`config.mk`:
```
export PLATFORM = sky130hd
export DESIGN_NAME = shuffled_playlist_sequencer
export DESIGN_NICKNAME = d
export VERILOG_FILES = /design/src/rtl/sps_pkg.sv /design/src/rtl/sps_ram.sv /design/src/rtl/sps_ctrl.sv /design/src/rtl/sps_datapath.sv /design/src/rtl/shuffled_playlist_sequencer.sv
export VERILOG_INCLUDE_DIRS = /design/src /design/src/rtl
export SDC_FILE = /design/constraint.sdc
export NUM_CORES = 1
export LEC_CHECK = 0
export BUFFER_PORTS_ARGS = -buffer_cell sky130_fd_sc_hd__clkbuf_2
export CAP_MARGIN = 25
export CORE_UTILIZATION = 50
export CTS_CLUSTER_SIZE = 20
export DETAILED_ROUTE_END_ITERATION = 12
export PLACE_DENSITY = 0.68
export REMOVE_ABC_BUFFERS = 1
export SYNTH_ARGS = -nofsm -noshare
export SYNTH_HDL_FRONTEND = slang
export SYNTH_SLANG_ARGS = --single-unit
```
`constraint.sdc`:
```
create_clock -name clk -period 3.52 [get_ports clk]
set_input_delay 0.528 -clock clk [delete_from_list [all_inputs] [get_ports clk]]
set_output_delay 0.528 -clock clk [all_outputs]
set_load 0.02 [all_outputs]
```
`src/rtl/shuffled_playlist_sequencer_macros.svh`:
```
// Assertion macros for the shuffled playlist sequencer.
`ifndef SHUFFLED_PLAYLIST_SEQUENCER_MACROS_SVH
`define SHUFFLED_PLAYLIST_SEQUENCER_MACROS_SVH

// Consequent must hold in the same cycle as the antecedent.
`define SPS_ASSERT_IMPL(lbl, clk, rst, ante, cons) \
  lbl: assert property (@(posedge clk) disable iff (rst) (ante) |-> (cons)) \
    else $error("shuffled playlist sequencer check failed");

// Consequent must hold in the cycle after the antecedent.
`define SPS_ASSERT_NEXT(lbl, clk, rst, ante, cons) \
  lbl: assert property (@(posedge clk) disable iff (rst) (ante) |=> (cons)) \
    else $error("shuffled playlist sequencer check failed");

`endif

```
`src/rtl/sps_pkg.sv`:
```
// Shared types and constants of the shuffled playlist sequencer.
`timescale 1ns / 1ps
package sps_pkg;

  localparam int POS_W     = 7;
  localparam int SND_W     = 7;
  localparam int OUT_POS_W = 6;
  localparam int RND_W     = 16;
  localparam int CNT_W     = $clog2(RND_W);
  localparam int CFG_IDX_W = 2;
  localparam int CFG_W     = 7;

  localparam logic [CFG_IDX_W-1:0] REG_NUM_SOUNDS = 2'd0;
  localparam logic [CFG_IDX_W-1:0] REG_SHUFFLE    = 2'd1;

  typedef struct packed {
    logic accept;
    logic div_step;
    logic rd;
    logic rd_j;
    logic cap_a;
    logic cap_b;
    logic wr;
    logic wr_i;
    logic emit;
  } sps_cmd_t;

  typedef struct packed {
    logic n_zero;
    logic shuffle;
    logic div_last;
  } sps_stat_t;

endpackage

```
`src/rtl/sps_ram.sv`:
```
// Generic single-write, single-read RAM with registered read data.
`timescale 1ns / 1ps
module sps_ram #(
  parameter int WIDTH = 7,
  parameter int DEPTH = 64,
  parameter int AW    = $clog2(DEPTH)
) (
  input  logic             clk,
  input  logic             we,
  input  logic [AW-1:0]    waddr,
  input  logic [WIDTH-1:0] wdata,
  input  logic [AW-1:0]    raddr,
  output logic [WIDTH-1:0] rdata
);

  logic [WIDTH-1:0] mem [DEPTH];

  always_ff @(posedge clk) begin
    if (we) begin
      mem[waddr] <= wdata;
    end
    rdata <= mem[raddr];
  end

endmodule

```
`src/rtl/sps_ctrl.sv`:
```
// Controller state machine of the shuffled playlist sequencer.
`timescale 1ns / 1ps
module sps_ctrl
  import sps_pkg::*;
(
  input  logic      clk,
  input  logic      rst,
  input  logic      start,
  output logic      busy,
  input  sps_stat_t stat,
  output sps_cmd_t  cmd
);

  localparam logic [3:0] S_IDLE = 4'd0;
  localparam logic [3:0] S_DIV  = 4'd1;
  localparam logic [3:0] S_RDI  = 4'd2;
  localparam logic [3:0] S_CAPI = 4'd3;
  localparam logic [3:0] S_RDJ  = 4'd4;
  localparam logic [3:0] S_CAPJ = 4'd5;
  localparam logic [3:0] S_WRJ  = 4'd6;
  localparam logic [3:0] S_WRI  = 4'd7;
  localparam logic [3:0] S_EMIT = 4'd8;

  logic [3:0] state;
  logic [3:0] state_next;

  assign busy = (state != S_IDLE);

  always_comb begin
    state_next = state;
    cmd        = '0;
    unique case (state)
      S_IDLE: begin
        if (start) begin
          cmd.accept = 1'b1;
          if (stat.n_zero) begin
            state_next = S_EMIT;
          end else if (stat.shuffle) begin
            state_next = S_DIV;
          end else begin
            state_next = S_RDI;
          end
        end
      end
      S_DIV: begin
        cmd.div_step = 1'b1;
        if (stat.div_last) begin
          state_next = S_RDI;
        end
      end
      S_RDI: begin
        cmd.rd     = 1'b1;
        state_next = stat.shuffle ? S_RDJ : S_CAPI;
      end
      S_CAPI: begin
        cmd.cap_b  = 1'b1;
        state_next = S_EMIT;
      end
      S_RDJ: begin
        cmd.rd     = 1'b1;
        cmd.rd_j   = 1'b1;
        cmd.cap_a  = 1'b1;
        state_next = S_CAPJ;
      end
      S_CAPJ: begin
        cmd.cap_b  = 1'b1;
        state_next = S_WRJ;
      end
      S_WRJ: begin
        cmd.wr     = 1'b1;
        state_next = S_WRI;
      end
      S_WRI: begin
        cmd.wr     = 1'b1;
        cmd.wr_i   = 1'b1;
        state_next = S_EMIT;
      end
      S_EMIT: begin
        cmd.emit   = 1'b1;
        state_next = S_IDLE;
      end
      default: begin
        state_next = S_IDLE;
      end
    endcase
  end

  always_ff @(posedge clk) begin
    if (rst) begin
      state <= S_IDLE;
    end else begin
      state <= state_next;
    end
  end

endmodule

```
`src/rtl/sps_datapath.sv`:
```
// Datapath of the shuffled playlist sequencer: registers, divider and order store.
`timescale 1ns / 1ps
module sps_datapath
  import sps_pkg::*;
#(
  parameter int MAX_ENTRIES = 64
) (
  input  logic                 clk,
  input  logic                 rst,
  input  logic                 cfg_valid,
  input  logic [CFG_IDX_W-1:0] cfg_index,
  input  logic [CFG_W-1:0]     cfg_data,
  input  logic [RND_W-1:0]     random_value,
  input  sps_cmd_t             cmd,
  output sps_stat_t            stat,
  output logic                 done,
  output logic [SND_W-1:0]     sound_number,
  output logic [OUT_POS_W-1:0] position,
  output logic                 wrapped,
  output logic                 empty_res
);

  localparam int AW = $clog2(MAX_ENTRIES);

  logic [POS_W-1:0]       num_sounds;
  logic                   shuffle_enable;
  logic [POS_W-1:0]       next_position;
  logic [MAX_ENTRIES-1:0] written_bits;

  logic [POS_W-1:0] pos_i;
  logic [POS_W-1:0] rd_pos;
  logic             wrap_q;
  logic             empty_q;
  logic [RND_W-1:0] dividend;
  logic [POS_W-1:0] rem;
  logic [CNT_W-1:0] div_cnt;
  logic [SND_W-1:0] val_a;
  logic [SND_W-1:0] val_b;

  logic             n_zero;
  logic             need_wrap;
  logic [POS_W-1:0] pos_start;
  logic [POS_W-1:0] divisor;
  logic [POS_W:0]   rem_sh;
  logic [POS_W-1:0] rem_next;
  logic [POS_W-1:0] pos_j;
  logic [POS_W-1:0] rd_sel;
  logic [SND_W-1:0] ram_q;
  logic [SND_W-1:0] entry_val;
  logic [POS_W-1:0] wr_pos;
  logic [SND_W-1:0] wr_val;

  assign n_zero    = (num_sounds == '0);
  assign need_wrap = (next_position >= num_sounds);
  assign pos_start = (n_zero || need_wrap) ? '0 : next_position;

  assign divisor  = num_sounds - pos_i;
  assign rem_sh   = {rem, dividend[RND_W-1]};
  assign rem_next = (rem_sh >= {1'b0, divisor}) ? POS_W'(rem_sh - {1'b0, divisor})
                                                : rem_sh[POS_W-1:0];
  assign pos_j    = pos_i + rem;

  assign rd_sel    = cmd.rd_j ? pos_j : pos_i;
  assign entry_val = written_bits[AW'(rd_pos)] ? ram_q : SND_W'(rd_pos + POS_W'(1));
  assign wr_pos    = cmd.wr_i ? pos_i : pos_j;
  assign wr_val    = cmd.wr_i ? val_b : val_a;

  assign stat.n_zero   = n_zero;
  assign stat.shuffle  = shuffle_enable;
  assign stat.div_last = (div_cnt == {CNT_W{1'b1}});

  sps_ram #(
    .WIDTH(SND_W),
    .DEPTH(MAX_ENTRIES)
  ) u_order_store (
    .clk  (clk),
    .we   (cmd.wr),
    .waddr(AW'(wr_pos)),
    .wdata(wr_val),
    .raddr(AW'(rd_sel)),
    .rdata(ram_q)
  );

  always_ff @(posedge clk) begin
    if (rst) begin
      num_sounds     <= '0;
      shuffle_enable <= 1'b0;
      next_position  <= '0;
      written_bits   <= '0;
      done           <= 1'b0;
    end else begin
      done <= cmd.emit;
      if (cfg_valid) begin
        unique case (cfg_index)
          REG_NUM_SOUNDS: begin
            num_sounds <= ({1'b0, cfg_data} > 8'(MAX_ENTRIES)) ? '0 : cfg_data;
          end
          REG_SHUFFLE: begin
            shuffle_enable <= cfg_data[0];
          end
          default: begin
          end
        endcase
      end
      priority if (cmd.accept) begin
        next_position <= n_zero ? '0 : pos_start + POS_W'(1);
        if (n_zero || need_wrap) begin
          written_bits <= '0;
        end
      end else if (cmd.wr) begin
        written_bits[AW'(wr_pos)] <= 1'b1;
      end
    end
  end

  always_ff @(posedge clk) begin
    if (cmd.accept) begin
      pos_i    <= pos_start;
      wrap_q   <= !n_zero && need_wrap;
      empty_q  <= n_zero;
      dividend <= random_value;
      rem      <= '0;
      div_cnt  <= '0;
    end
    if (cmd.div_step) begin
      rem      <= rem_next;
      dividend <= {dividend[RND_W-2:0], 1'b0};
      div_cnt  <= div_cnt + CNT_W'(1);
    end
    if (cmd.rd) begin
      rd_pos <= rd_sel;
    end
    if (cmd.cap_a) begin
      val_a <= entry_val;
    end
    if (cmd.cap_b) begin
      val_b <= entry_val;
    end
    if (cmd.emit) begin
      sound_number <= empty_q ? '0 : val_b;
      position     <= empty_q ? '0 : pos_i[OUT_POS_W-1:0];
      wrapped      <= wrap_q;
      empty_res    <= empty_q;
    end
  end

endmodule

```
`src/rtl/shuffled_playlist_sequencer.sv`:
```
// Top level of the shuffled playlist sequencer.
`timescale 1ns / 1ps
`include "shuffled_playlist_sequencer_macros.svh"
// A request is taken when start is high and busy is low, and its result is
// shown for one cycle with done high; the receiver cannot stall, so results
// must be taken as they appear. Busy stays high while the controller passes
// through S_EMIT alone with an empty playlist, S_RDI, S_CAPI and S_EMIT with
// shuffle off, or S_DIV, S_RDI, S_RDJ, S_CAPJ, S_WRJ, S_WRI and S_EMIT with
// shuffle on; done is registered from S_EMIT. The shuffle path is longest: a
// 16-step bit-serial remainder unit and an order store with one read and one
// write port (two reads, two writes in turn). A new request may be issued in
// the cycle that done is high. Configuration writes are always ready and must
// be issued only while busy is low and no result is pending.
module shuffled_playlist_sequencer
  import sps_pkg::*;
#(
  parameter int MAX_ENTRIES = 64
) (
  input  logic                 clk,
  input  logic                 rst,
  input  logic                 start,
  output logic                 busy,
  input  logic [RND_W-1:0]     random_value,
  input  logic                 cfg_valid,
  output logic                 cfg_ready,
  input  logic [CFG_IDX_W-1:0] cfg_index,
  input  logic [CFG_W-1:0]     cfg_data,
  output logic                 done,
  output logic [SND_W-1:0]     sound_number,
  output logic [OUT_POS_W-1:0] position,
  output logic                 wrapped,
  output logic                 empty_res
);

  sps_cmd_t  cmd;
  sps_stat_t stat;

  assign cfg_ready = 1'b1;

  sps_ctrl u_ctrl (
    .clk  (clk),
    .rst  (rst),
    .start(start),
    .busy (busy),
    .stat (stat),
    .cmd  (cmd)
  );

  sps_datapath #(
    .MAX_ENTRIES(MAX_ENTRIES)
  ) u_datapath (
    .clk         (clk),
    .rst         (rst),
    .cfg_valid   (cfg_valid && cfg_ready),
    .cfg_index   (cfg_index),
    .cfg_data    (cfg_data),
    .random_value(random_value),
    .cmd         (cmd),
    .stat        (stat),
    .done        (done),
    .sound_number(sound_number),
    .position    (position),
    .wrapped     (wrapped),
    .empty_res   (empty_res)
  );

  `SPS_ASSERT_IMPL(a_done_when_idle, clk, rst, done, !busy)
  `SPS_ASSERT_NEXT(a_accept_busy, clk, rst, start && !busy, busy || done)
  `SPS_ASSERT_IMPL(a_empty_zero, clk, rst, done && empty_res, sound_number == '0 && !wrapped)
  `SPS_ASSERT_IMPL(a_sound_nonzero, clk, rst, done && !empty_res, sound_number != '0)

endmodule
```
# Word-level counts from Yosys, hierarchy flattened
# Memory sizes are Yosys's and may differ from the RTL's. A register that Yosys moved wholly into a read port is not among the register bits.
# Index checks and enable logic that the tools add are counted.
# totals
register_bits	156
ramBits	448
inputBits	29
out_inout_bits	18
word_cells	103
memories	1
# op_classes
addsub	6
order_cmp	6
eq_ne	13
muxes	38
bitwise_logic	1
reduce_logical	18
# mem_list
memory	words	word_bits	rd	rd_clocked_by_memory_dff	write_ports	line_no	rtl
u_datapath.u_order_store.mem	64	7	1	1	1	sps_ram.sv:16	logic [WIDTH-1:0] mem [DEPTH];
# op_table
cell	n
$mux W64	3
$or A64 B64 Y64	1
$mux W7	9
$mux W16	2
$pmux W4 S7	1
$mux W4	5
$eq A4 B3 Y1 const B	4
$add A7 B1 Y7 const B	2
$lt A6 B7 Y1 const B	2
$sub A7 B7 Y7	2
$mux W1	12
$eq A4 B2 Y1 const B	2
$eq A4 B4 Y1 const B	2
$ge A8 B7 Y1	1
$reduce_and A2 Y1	4
$reduce_or A2 Y1	4
$add A7 B7 Y7	1
$ge A7 B7 Y1	1
$gt A7 B7 Y1 const B	1
$logic_not A7 Y1	1
$bmux W1 S6	1
$demux W1 S6	1
$ge A6 B1 Y1 const B	1
$mux W6	1
14 further kinds	18

# Logic depth before layout (Yosys ltp)
# logic_depth
depth_word	10
ltp_mapped	15
depth_no_buf	15

# Cells and area by module
# Synthesis repeated with hierarchy kept, for this count alone.
# unflattened
hier_cells	1517
area_unflattened_um2	25594.5
# by_module_without_submodules
mod	instances	cells_per_inst	area_per_inst_um2	seq_area_each_um2
sps_ram	1	827	17635.7	13593.0
sps_datapath	1	647	7619.8	3753.6
sps_ctrl	1	41	327.8	80.1
shuffled_playlist_sequencer	1	2	11.3	0.0

# Least setup slack after synthesis
# Ideal clock, no wire load.
# synth_path
path_kind	register to register
startpoint	reg u_datapath.pos_i[0]
endpoint	reg u_datapath.rem[5], data pin
setup_time_ns	0.149
t_arrival_ns	3.107
required_ns	3.371
setup_slack_ns	0.264
stages_incl_launch_ff	15
n_path_buf	0
synth_period_minus_slack_ns	3.256
path_cell_list	edfxtp_1 > ha_1 > fa_1 > nor2b_1 > o21ai_0 > nand2b_1 > a21o_1 > a21oi_1 > xnor2_1 > ha_1 > nand3_1 > o21ai_0 > a21oi_1 > or3b_2 > a21oi_1
# synth_via
elab_chain_len	4
word_cells_on_any_way	5
classes_between	2 x add/sub; 1 x order compare; 2 x mux
# synth_rtl
item	line_no	rtl
start: declaration	sps_datapath.sv:30	logic [POS_W-1:0] pos_i;
start signal: assignment	sps_datapath.sv:118	pos_i <= pos_start;
$sub A7 B7 Y7 (*)	sps_datapath.sv:57	assign divisor = num_sounds - pos_i;
$sub A7 B7 Y7 or $ge A8 B7 Y1 (tied branches)	sps_datapath.sv:59	assign rem_next = (rem_sh >= {1'b0, divisor}) ? POS_W'(rem_sh - {1'b0, divisor})
$mux W7 (*)	sps_datapath.sv:59	
$mux W7 (*)	sps_datapath.sv:125	if (cmd.div_step) begin
end signal: assignment	sps_datapath.sv:126	rem <= rem_next;
end: declaration	sps_datapath.sv:35	logic [POS_W-1:0] rem;
# Every way passes the cells marked *; elsewhere a longest branch is shown, timed or not.
# A chain may end at the register's enable or synchronous reset.

# Worst setup path after layout
# layout_path
startpoint	reg u_datapath.rem[0]
endpoint	reg u_datapath.u_order_store.rdata[5], read port of u_datapath.u_order_store.mem
# layout_via
elab_chain_len	2
# layout_rtl
item	line_no	rtl
$add A7 B7 Y7	sps_datapath.sv:61	assign pos_j = pos_i + rem;
$mux W7	sps_datapath.sv:63	assign rd_sel = cmd.rd_j ? pos_j : pos_i;
end: declaration	sps_ram.sv:13	output logic [WIDTH-1:0] rdata
# No other way between the ends.

==> results.ini <==
[worst_setup_path]
r2r_cells = 11
worst-path-buf-inv = 3
reg2reg_slack_ns = 0.19
worstReg2RegStart = u_datapath.rem[0]$_SDFFCE_PN0P_
worst_path_dominant_cell_family = adder cells
reg2reg_to = u_datapath.u_order_store.rdata[5]$_DFF_P_
worstSetupStartpoint = u_datapath.rem[0]$_SDFFCE_PN0P_
required_ns = 4.01
crit_path_start_kind = flip-flop
path_cells = ha_1, inv_1, fa_1, xnor2_2, mux2i_4, inv_2, buf_12, mux4_2, a22oi_1, a21boi_0, or4_1
crit_arrival_ns = 3.82
cp_slowest_cell = or4_1
crit_end = u_datapath.u_order_store.rdata[5]$_DFF_P_
cp_max_fo = 30
path_class = flip-flop to flip-flop
cp.depth = 11
cpPeakStageDelay_ns = 0.48
cp-end-kind = flip-flop

[sta]
relSlewSlack_pct = 44.2
final_hold_viol_count = 0
max_freq_mhz = 300
grt_setup_unrepaired = false
worst_slew_pin_slew_ns = 0.832
timing.final.crit_share_pct = 94.6
setup_viol = 0
tns_ns = 0
drv_slew = 0
period_needed_ns = 3.33
skew_ns = 0.0251

[detailed_routing]
totalWireLength_um = 62200
post_drt_via_cell_ratio = 5.88
drt_iter0_markers = 1558
drc = 0
ant_nets = 0
num_vias = 15200
wl_per_cell_um = 24.0
drtPass1Iterations = 5

[place]
place.gp.congestion = 0.940
io_buffers = 45
dpl.hpwl_um = 41100
dpl.cell_count = 2475

[logic_synthesis]
synthCells = 1710
synth_area_leaders = edfxtp_1 62%, dfxtp_1 7.3%, mux4_2 5.3%
yosys_warnings = 0
ys.flop_type = edfxtp_1
synth_edf_count = 519
synth_most_common_cell = edfxtp_1
synth_seq_cells = 611
yosysTopAreaCellShare_pct = 61.8
ys_top_cells_by_count = 519 x edfxtp_1, 210 x nand2_1, 123 x nor2_1, 107 x mux2i_1
syn_area_mm2 = 0.0252
syn_avg_cell_area_um2 = 14.8
ys_types = 66
synth_top_cell_by_area = edfxtp_1
synthArstFlopShare_pct = 0
seq_area_frac_synth_pct = 69.0

[clocking]
cts_hold_buf = 0
clkTransAtPathRegs_ns = 0.07
cts_tree = built
postCtsSetupBuffers = 0
clk_path_buf_depth = 3
cts_resized = 2
cts_made_buffers = 60
htreeDepth = 2
root_buffer = clkbuf_16
numClockSinks = 611
clk_latency_ns = 0.63

[grt]
grt_max_degree = 65
track_usage_pct = 24.8
grt_overflow = 0
antenna_found_initial = 0
first_global_vias = 15000
grt_pass1_wl_um = 93200

[floorplan]
initial_core_util_pct = 51.1
core_area_mm2 = 0.0494
io_pins = 47
die_x_um = 227
dieArea_mm2 = 0.0514
rows = 81
dieHeight_um = 227

[hold_path]
hp-class = input port to flip-flop

[cells_and_area]
area_growth_syn_to_layout_pct = 15.1
antennaDiodeCount = 0
drive_gt1_share_pct = 18.9
final_nets = 1934
fin_util_pct = 58.9
stdcell_count = 2589

[run]
maxCapViolations = 0

[status]
status = completed

[power]
ir_drop_mv = 0.435
leakagePower_uw = 0.0103
p_per_area_mw_per_mm2 = 587
p_total_uw = 17100

## power breakdown
part | internal [uW] | switching, uW
clock network | 3710 | 2730
registers | 7980 | 153
logic | 922 | 1560
total | 12600 | 4440
## worst register-to-register path, stage by stage (launching register included)
cell	delay (ns)
edfxtp_1	0.42
ha_1	0.21
inv_1	0.06
fa_1	0.42
xnor2_2	0.22
mux2i_4	0.11
inv_2	0.21
buf_12	0.27
mux4_2	0.36
a22oi_1	0.23
a21boi_0	0.19
or4_1	0.48
## per-stage QoR
stage          hold WS [ns]  setup WS [ns]  cell area (um^2)
2_1_floorplan         0.400          -3.24             24800
3_3_place_gp          0.404        -0.0902             27000
3_5_place_dp          0.405        -0.0984             27000
4_1_cts               0.109         0.0779             29000
5_1_grt               0.137         0.0126             29100
6_report              0.129          0.191             29100
## kinds of logic after synthesis
kind of cell    Yosys count  synth area share (%)
fa+ha+maj                32                  1.68
flops                   611                  69.0
mux                     177                  10.3
other cells               1                0.0149
buf+inv                 112                  2.31
xor+xnor                 21                 0.729
simple gates            518                  9.18
compound gates          238                  6.74
## how the worst min path moves through the flow
stage,startpoint,to,cells past startpoint
after global routing,random_value[0],u_datapath.dividend[0]$_SDFFE_PP0P_,3
after CTS,random_value[0],u_datapath.dividend[0]$_SDFFE_PP0P_,3
final,random_value[0],u_datapath.dividend[0]$_SDFFE_PP0P_,3
after detailed placement,u_datapath.wrap_q$_DFFE_PP_,u_datapath.wrapped$_DFFE_PP_,0
after global placement,u_datapath.wrap_q$_DFFE_PP_,u_datapath.wrapped$_DFFE_PP_,0
after floorplan,u_datapath.wrap_q$_DFFE_PP_,u_datapath.wrapped$_DFFE_PP_,0
## metal layers
metal / wire length, um / part of all wire, % / vias to the layer above / track usage [%]
met4: 1950 / 3.1 / 0 / 8.81
met2: 29800 / 48 / 646 / 40.1
li1: - / - / 6849 / -
met1: 25800 / 42 / 7635 / 33.9
met3: 4650 / 7.5 / 103 / 4.03
met5: 0 / 0 / - / 0
## cell type report
class | count | area [um^2]
clock inverters | 33 | 332
well taps | 664 | 831
flip-flops and latches | 611 | 17400
multi-input cells | 987 | 7280
clock buffers | 81 | 1670
repair buffers | 179 | 1380
fillers | 3782 | 20300
inverters | 34 | 133
## state kept, by name, indices dropped and copies added (netlist names)
name / flops
u_datapath.val_b: 7
u_datapath.done: 1
u_datapath.num_sounds: 7
u_datapath.empty_q: 1
u_datapath.rd_pos: 7
u_datapath.dividend: 16
u_datapath.wrap_q: 1
u_datapath.sound_number: 7
u_datapath.rem: 7
u_datapath.next_position: 7
u_datapath.written_bits: 64
u_datapath.wrapped: 1
u_datapath.div_cnt: 4
u_datapath.shuffle_enable: 1
u_datapath.position: 6
u_datapath.u_order_store.rdata: 7
u_datapath.empty_res: 1
u_datapath.val_a: 7
u_datapath.pos_i: 7
u_datapath.u_order_store.mem: 448
u_ctrl.state: 4
## cell usage in the layout (no fill, tap or decap), types with 8 or more instances in the layout
cell type    n
clkbuf_2    45
mux2i_1    107
a22o_1      16
nand3_1     92
xnor2_1     11
buf_4      122
clkbuf_16   61
a32oi_1     19
mux4_2      59
nor2_1     121
inv_1       26
o21a_1      68
a21o_1      11
ha_1        29
o21ai_0     18
xor2_1       9
buf_12      12
clkbuf_1    13
nand4_1     14
dfxtp_1     92
nand2_1    203
a22oi_1     20
clkinv_2    10
a21oi_1     41
nor2b_1     14
nor3_1      13
edfxtp_1   519
nand3b_1     8
clkinv_1    10
and2_1      11
Power figures use the tool's default switching activity.
